<file path="src/design/hcr_pkg.sv">
// shared types and constants for the hdr color to rgba8 unit
package hcr_pkg;

	localparam int IN_W = 16;
	localparam int CHAN_W = 8;
	localparam int NUM_CH = 3;
	localparam logic [CHAN_W-1:0] CHAN_MAX = 8'd255;
	// twice the channel maximum, so that half-up rounding stays an integer sum
	localparam int SCALE2 = 2 * 255;
	// one quotient bit per step plus the result register
	localparam int DIV_LAT = CHAN_W + 1;

	typedef struct packed {
		logic zero;
		logic sat;
	} hcr_clip_t;

endpackage

</file>
<file path="src/design/hdr_color_to_rgba8_unit.sv">
// top level of the hdr color to rgba8 unit
//
// converts one signed fixed point color (FRAC_BITS fraction bits) into four
// bytes. the largest of red, green and blue, when above 1.0, normalizes the
// three color channels; otherwise they are scaled by 255 directly. all
// rounding is half up and results clamp to 0..255. alpha is scaled by 255
// alone, or forced to 255 when has_alpha is low.
//
// request channel: a request is taken at each rising edge with start high
// and busy low. busy is always low, so a request may come every cycle.
// result channel: done is high for one cycle with the four bytes on
// red_out..alpha_out; results leave in request order.
// the pipeline is an input register, a setup stage, eight restoring divider
// stages (one quotient bit each) and a result register. throughput is one
// request per cycle, set by the fully pipelined divider per color channel.
// reset clears only the valid bits; nothing is in flight afterwards.
// the receiver cannot stall, so the pipeline never holds.
module hdr_color_to_rgba8_unit #(
	parameter int FRAC_BITS = 12
) (
	input  logic                              clk,
	input  logic                              arst_n,
	input  logic                              start,
	output logic                              busy,
	input  logic signed [hcr_pkg::IN_W-1:0]   red_in,
	input  logic signed [hcr_pkg::IN_W-1:0]   green_in,
	input  logic signed [hcr_pkg::IN_W-1:0]   blue_in,
	input  logic signed [hcr_pkg::IN_W-1:0]   alpha_in,
	input  logic                              has_alpha,
	output logic                              done,
	output logic [hcr_pkg::CHAN_W-1:0]        red_out,
	output logic [hcr_pkg::CHAN_W-1:0]        green_out,
	output logic [hcr_pkg::CHAN_W-1:0]        blue_out,
	output logic [hcr_pkg::CHAN_W-1:0]        alpha_out
);
	import hcr_pkg::*;

	// width that holds the divisor: the positive max channel or 1.0
	localparam int DW = (FRAC_BITS + 1 > IN_W) ? FRAC_BITS + 1 : IN_W;
	localparam int NUM_W = DW + CHAN_W + 1;
	localparam int DEN_W = DW + 1;
	// width of the alpha product 510*a + one
	localparam int AW = ((FRAC_BITS + 1 > IN_W + CHAN_W) ? FRAC_BITS + 1 : IN_W + CHAN_W) + 1;
	localparam int LATENCY = 2 + DIV_LAT;
	localparam logic signed [DW:0] ONE_S = (DW + 1)'(1) << FRAC_BITS;

	// no back pressure anywhere in the pipeline
	assign busy = 1'b0;

	// ---------------------------------------------------------------
	// stage 1: max of the color channels, divisor, alpha byte
	// ---------------------------------------------------------------
	logic signed [IN_W-1:0] max_rg;
	logic signed [IN_W-1:0] max_c;
	logic signed [DW:0]     max_ext;
	logic [DW-1:0]          dvs_c;
	logic [AW-1:0]          a_prod;
	logic [AW-1:0]          a_shr;
	logic [CHAN_W-1:0]      alpha_c;

	assign max_rg  = (green_in > red_in) ? green_in : red_in;
	assign max_c   = (blue_in > max_rg) ? blue_in : max_rg;
	assign max_ext = (DW + 1)'(max_c);
	// normalize only when the brightest channel is above 1.0
	assign dvs_c   = (max_ext > ONE_S) ? max_ext[DW-1:0] : ONE_S[DW-1:0];

	// alpha: floor((510*a + one) / (2*one)), a power-of-two divide
	assign a_prod = AW'(alpha_in[IN_W-2:0]) * AW'(SCALE2) + (AW'(1) << FRAC_BITS);
	assign a_shr  = a_prod >> (FRAC_BITS + 1);

	always_comb begin
		if (!has_alpha) begin
			alpha_c = CHAN_MAX;
		end else if (alpha_in[IN_W-1] || alpha_in == '0) begin
			alpha_c = '0;
		end else if (a_shr > AW'(CHAN_MAX)) begin
			alpha_c = CHAN_MAX;
		end else begin
			alpha_c = a_shr[CHAN_W-1:0];
		end
	end

	logic                   vld_s1;
	logic signed [IN_W-1:0] col_s1 [NUM_CH];
	logic [DW-1:0]          dvs_s1;
	logic [CHAN_W-1:0]      alpha_s1;

	always_ff @(posedge clk or negedge arst_n) begin
		if (!arst_n) begin
			vld_s1 <= 1'b0;
		end else begin
			vld_s1 <= start && !busy;
		end
	end

	always_ff @(posedge clk) begin
		col_s1[0] <= red_in;
		col_s1[1] <= green_in;
		col_s1[2] <= blue_in;
		dvs_s1    <= dvs_c;
		alpha_s1  <= alpha_c;
	end

	// ---------------------------------------------------------------
	// stage 2: dividend 510*c + d, divisor 2*d, clip flags
	// a channel at or below zero gives 0; one at or above d gives 255
	// (c equal to the max is exactly 255, above 1.0 unscaled clamps)
	// ---------------------------------------------------------------
	logic              vld_s2;
	logic [NUM_W-1:0]  num_s2  [NUM_CH];
	hcr_clip_t         clip_s2 [NUM_CH];
	logic [DEN_W-1:0]  den_s2;
	logic [CHAN_W-1:0] alpha_s2;
	logic [CHAN_W-1:0] quo     [NUM_CH];

	always_ff @(posedge clk or negedge arst_n) begin
		if (!arst_n) begin
			vld_s2 <= 1'b0;
		end else begin
			vld_s2 <= vld_s1;
		end
	end

	always_ff @(posedge clk) begin
		den_s2   <= {dvs_s1, 1'b0};
		alpha_s2 <= alpha_s1;
	end

	for (genvar c = 0; c < NUM_CH; c++) begin : g_chan
		logic pos;

		assign pos = !col_s1[c][IN_W-1] && col_s1[c] != '0;

		always_ff @(posedge clk) begin
			num_s2[c]       <= NUM_W'(col_s1[c][IN_W-2:0]) * NUM_W'(SCALE2) + NUM_W'(dvs_s1);
			clip_s2[c].zero <= !pos;
			clip_s2[c].sat  <= pos && (DW'(col_s1[c][IN_W-2:0]) >= dvs_s1);
		end

		hcr_div #(
			.DW(DW)
		) u_div (
			.clk  (clk),
			.num  (num_s2[c]),
			.den  (den_s2),
			.clip (clip_s2[c]),
			.q    (quo[c])
		);
	end

	// ---------------------------------------------------------------
	// valid bits and alpha ride alongside the divider stages
	// ---------------------------------------------------------------
	logic              vld_dly_s   [DIV_LAT];
	logic [CHAN_W-1:0] alpha_dly_s [DIV_LAT];

	for (genvar i = 0; i < DIV_LAT; i++) begin : g_dly
		always_ff @(posedge clk or negedge arst_n) begin
			if (!arst_n) begin
				vld_dly_s[i] <= 1'b0;
			end else begin
				vld_dly_s[i] <= (i == 0) ? vld_s2 : vld_dly_s[(i == 0) ? 0 : i - 1];
			end
		end

		always_ff @(posedge clk) begin
			alpha_dly_s[i] <= (i == 0) ? alpha_s2 : alpha_dly_s[(i == 0) ? 0 : i - 1];
		end
	end

	assign done      = vld_dly_s[DIV_LAT-1];
	assign red_out   = quo[0];
	assign green_out = quo[1];
	assign blue_out  = quo[2];
	assign alpha_out = alpha_dly_s[DIV_LAT-1];

	// ---------------------------------------------------------------
	// checks
	// ---------------------------------------------------------------
	// every request produces a result after the fixed latency
	a_req_to_done: assert property (@(posedge clk) disable iff (!arst_n)
		(start && !busy) |-> ##LATENCY done)
		else $error("request did not complete after the pipeline latency");

	// no result without a request at the matching cycle
	a_no_phantom: assert property (@(posedge clk) disable iff (!arst_n)
		!(start && !busy) |-> ##LATENCY !done)
		else $error("result appeared without a request");

	// a three-channel request always yields opaque alpha
	a_opaque: assert property (@(posedge clk) disable iff (!arst_n)
		(start && !busy && !has_alpha) |-> ##LATENCY (alpha_out == CHAN_MAX))
		else $error("alpha not forced opaque");

endmodule

</file>
<file path="src/design/hcr_div.sv">
// pipelined restoring divider, one quotient bit per stage, with clip override
module hcr_div #(
	parameter int DW = 16
) (
	input  logic                           clk,
	input  logic [DW+hcr_pkg::CHAN_W:0]    num,
	input  logic [DW:0]                    den,
	input  hcr_pkg::hcr_clip_t             clip,
	output logic [hcr_pkg::CHAN_W-1:0]     q
);
	import hcr_pkg::*;

	localparam int NUM_W = DW + CHAN_W + 1;
	localparam int DEN_W = DW + 1;
	localparam int STEPS = CHAN_W;

	logic [NUM_W-1:0]  rem_s  [STEPS-1];
	logic [DEN_W-1:0]  den_s  [STEPS-1];
	logic [CHAN_W-1:0] quo_s  [STEPS];
	hcr_clip_t         clip_s [STEPS];
	logic [CHAN_W-1:0] q_s;

	for (genvar i = 0; i < STEPS; i++) begin : g_step
		logic [NUM_W-1:0]  rem_in;
		logic [DEN_W-1:0]  den_in;
		logic [CHAN_W-1:0] quo_in;
		hcr_clip_t         clip_in;
		logic [NUM_W-1:0]  trial;
		logic              take;

		if (i == 0) begin : g_first
			assign rem_in  = num;
			assign den_in  = den;
			assign quo_in  = '0;
			assign clip_in = clip;
		end else begin : g_next
			assign rem_in  = rem_s[i-1];
			assign den_in  = den_s[i-1];
			assign quo_in  = quo_s[i-1];
			assign clip_in = clip_s[i-1];
		end

		// divisor aligned to this quotient bit
		assign trial = NUM_W'(den_in) << (STEPS - 1 - i);
		assign take  = rem_in >= trial;

		always_ff @(posedge clk) begin
			quo_s[i]  <= quo_in | (CHAN_W'(take) << (STEPS - 1 - i));
			clip_s[i] <= clip_in;
		end

		if (i < STEPS - 1) begin : g_fwd
			always_ff @(posedge clk) begin
				rem_s[i] <= take ? rem_in - trial : rem_in;
				den_s[i] <= den_in;
			end
		end
	end

	always_ff @(posedge clk) begin
		if (clip_s[STEPS-1].zero) begin
			q_s <= '0;
		end else if (clip_s[STEPS-1].sat) begin
			q_s <= CHAN_MAX;
		end else begin
			q_s <= quo_s[STEPS-1];
		end
	end

	assign q = q_s;

endmodule

</file>
<file path="config.mk">
export PLATFORM = sky130hd
export DESIGN_NAME = hdr_color_to_rgba8_unit
export DESIGN_NICKNAME = d
export VERILOG_FILES = /design/src/design/hcr_pkg.sv /design/src/design/hdr_color_to_rgba8_unit.sv /design/src/design/hcr_div.sv
export SDC_FILE = /design/constraint.sdc
export NUM_CORES = 2
export LEC_CHECK = 0
export CAP_MARGIN = 30
export CORE_MARGIN = 5
export CORE_UTILIZATION = 45
export CTS_BUF_LIST = sky130_fd_sc_hd__clkbuf_4 sky130_fd_sc_hd__clkbuf_8
export CTS_CLUSTER_DIAMETER = 80
export DETAILED_ROUTE_END_ITERATION = 12
export DONT_BUFFER_PORTS = 1
export MAX_ROUTING_LAYER = met4
export PLACE_DENSITY = 0.59
export SYNTH_ARGS = -nofsm -noshare
export SYNTH_HDL_FRONTEND = slang
export SYNTH_SLANG_ARGS = --single-unit
</file>
<file path="constraint.sdc">
create_clock -name clk -period 8.7 [get_ports clk]
set_input_delay 0.87 -clock clk [delete_from_list [all_inputs] [get_ports clk]]
set_output_delay 0.87 -clock clk [all_outputs]
set_load 0.005 [all_outputs]
</file>
==> impl_metrics.json <==
{
  "path_cells": "fa_1 > fa_1 > fa_1 > inv_1 > fa_1 > inv_1 > ha_1 > nand2_1 > nor3b_1 > nor2_1 > xnor2_1 > ha_1 > nand2_1 > o21ai_0 > a31oi_1 > a21oi_1 > and2_1 > o21ai_0 > a21oi_1 > nand2_1 > nor3b_1",
  "synth_edf_count": 0,
  "post-route-util_pct": 50.2,
  "r2r_setup_slack_ps": 3070,
  "drtIter0Drc": 2113,
  "synth_seq_cells": 1053,
  "critPathLaunch": "col_s1[0][18]",
  "wire_per_inst_um": 18.3,
  "worst-path-max-fanout": 7,
  "hold_viol": 0,
  "grt_max_degree": 34,
  "avgSynthCellArea_um2": 9.57,
  "dieArea_um2": 140000,
  "clk_latency_ps": 900,
  "maxCapViolations": 0,
  "clk_pin_slew_ps": 60,
  "post_cts_buffers": 0,
  "max_freq_mhz": 178,
  "dieHeight_um": 374,
  "initial_core_util_pct": 45.3,
  "period_share_pct": 64.7,
  "setup_tns_ps": 0,
  "io_buffer_count": 0,
  "finClkSkew_ps": 51.9,
  "dr.pass1.iters": 8,
  "slew_headroom_pct": 31.3,
  "cp-endpoint": "num_s2[0][49]",
  "critPathArrivalTime_ps": 6420,
  "outcome": "finished clean",
  "syn2layout_area_growth_pct": 10.7,
  "design.core.area_um2": 132000,
  "yosysWarnings": 0,
  "crit_path_end_kind": "flip-flop",
  "fp-row-count": 133,
  "syn_area_um2": 59700,
  "cp.required_ps": 9490,
  "critPathBufInv": 2,
  "rsz0062_at_grt": "false",
  "critical_path.top_delay_family": "adder cells",
  "clockBufferDepth": 3,
  "netlist_instances": 6236,
  "cts_buffers": 174,
  "path_class": "reg2reg",
  "routed_via_density": 5.11,
  "final_cell_mix": "dfxtp_1, ha_1, inv_1",
  "dp_hpwl_um": 124000,
  "max_stage_delay_ps": 560,
  "grt_overflow": 0,
  "cts_tree": "yes",
  "antenna_found_initial": 3,
  "ant_nets": 0,
  "nNetsFinal": 7439,
  "yosysUniqueCellTypes": 104,
  "gp_congestion": 0.896,
  "reg2regPathDepth": 21,
  "synthXorXnorAreaFrac_pct": 6.60,
  "synthArstFlopShare_pct": 1.04,
  "vias": 42321,
  "grt_pass1_vias": 42421,
  "regToRegEndpoint": "num_s2[0][49]",
  "root_buffer": "clkbuf_8",
  "synth_top_family_by_area": "adder cells",
  "slew_violations": 0,
  "synth_adder_area_share_pct": 24.1,
  "grt_pass1_wl_um": 235000,
  "clock_sinks": 1053,
  "yosys.area_share.simple_pct": 12.7,
  "dieWidth_um": 374,
  "tightest_slew_ps": 1030,
  "finalSetupViolations": 0,
  "cp_common_cell": "fa_1",
  "cts_resized": 0,
  "layout-drive-gt1-share_pct": 7.40,
  "wl_um": 151000,
  "worst-path-stages": 21,
  "ys_seq_area_share_pct": 35.4,
  "muxShareOfSynthArea_pct": 2.22,
  "io_pins": 102,
  "reg2reg_from": "col_s1[0][18]",
  "cp-start-kind": "flip-flop",
  "drc": 0,
  "h-tree-depth": 4,
  "slowest_stage": "fa_1",
  "fin_crit_ps": 5630,
  "final_common_cell": "dfxtp_1",
  "synth_compound_area_share_pct": 13.9,
  "hp-class": "in2reg",
  "grt_usage_pct": 21.9,
  "ys.flop_type": "dfxtp_1"
}
-- Yosys cell counts (65+ instances only) --
library cell  number  area share [%]
inv_1            682             4.3
nand3_1           91            0.76
nand2_1          336             2.1
a21o_1           155             1.9
xnor2_1          259             3.8
nor2b_1          101             1.1
xor2_1           187             2.7
mux2_2            65             1.2
nor3_1           111            0.93
ha_1             698              15
nor2_1           438             2.8
o21ai_0          276             2.3
dfxtp_1         1042              35
fa_1             283             9.5
a21oi_1          479             4.0
nand2b_1          89            0.93
-- flip-flops by register name, summed over array words and instances, names as in the netlist --
signal / cells
vld_s2: 1
vld_s1: 1
g_chan.u_div.den_s: 105
clip_s2: 6
g_chan.u_div.clip_s: 48
alpha_s2: 8
col_s1: 48
g_chan.u_div.quo_s: 108
dvs_s1: 16
done: 1
num_s2: 72
vld_dly_s: 8
alpha_s1: 8
g_chan.u_div.rem_s: 511
den_s2: 16
g_chan.u_div.q: 24
alpha_dly_s: 72
-- worst min-delay path by stage --
stage | from | end | slack (ps) | depth (start not counted)
after detailed placement | alpha_dly_s[0][13] | alpha_dly_s[0][21] | 310 | 0
after global placement | g_chan[2].u_div.quo_s[1][15] | g_chan[2].u_div.quo_s[1][23] | 310 | 0
after CTS | blue_in[10] | dvs_s1[10] | 2 | 2
after floorplan | alpha_s2[0] | alpha_dly_s[0][0] | 310 | 0
final | blue_in[14] | dvs_s1[14] | 120 | 2
after global routing | blue_in[14] | dvs_s1[14] | 40 | 2
-- kinds of logic (layout without fill, tap and decap cells) --
| logic type | count (synthesis) | in the layout |
|---|---|---|
| flip-flops | 1053 | 1053 |
| AO/OA/AOI/OAI | 1339 | 1339 |
| adder cells (fa/ha/maj) | 982 | 982 |
| XOR/XNOR | 448 | 448 |
| multiplexers | 122 | 122 |
| other | 1 | 5 |
| buffers and inverters | 776 | 1064 |
| AND/OR/NAND/NOR | 1515 | 1515 |
-- layout make-up --
| class | count | area, um^2 |
|---|---|---|
| sequential | 1053 | 21100 |
| timing repair buffer | 71 | 658 |
| antenna | 3 | 7.51 |
| clock buffer | 259 | 3310 |
| multi-input combinational | 4408 | 35600 |
| clock inverter | 52 | 627 |
| inverter | 682 | 2560 |
| tap | 1755 | 2200 |
| fill | 12221 | 65500 |
-- per-stage QoR --
stage | hold WS (ps) | cell area [um^2] | setup WS [ps] | std cells
final | 116 | 66100 | 3070 | 8283
after global routing | 44.4 | 66100 | 2580 | 8282
after CTS | 1.51 | 66100 | 3040 | 8280
after detailed placement | 312 | 61600 | 2510 | 7919
after global placement | 310 | 61600 | 2620 | 7917
after floorplan | 310 | 59700 | 3060 | 6237
-- timing repair --
action                                  CTS  global route
endpoints found under the setup margin    0             0
hold endpoints to repair                 67             0
hold buffers                             50             0
-- layer usage --
layer / up-vias / share of wire, % / GRT usage, %
met2: 799 / 49 / 37.2
met5: - / 0 / -
li1: 21777 / - / -
met1: 19412 / 42 / 25.1
met4: 0 / 5.9 / 11.8
met3: 333 / 3.1 / 3.08
Power is not shown: default switching activity piles up to over one toggle a cycle in this logic, so the estimate is an artifact.
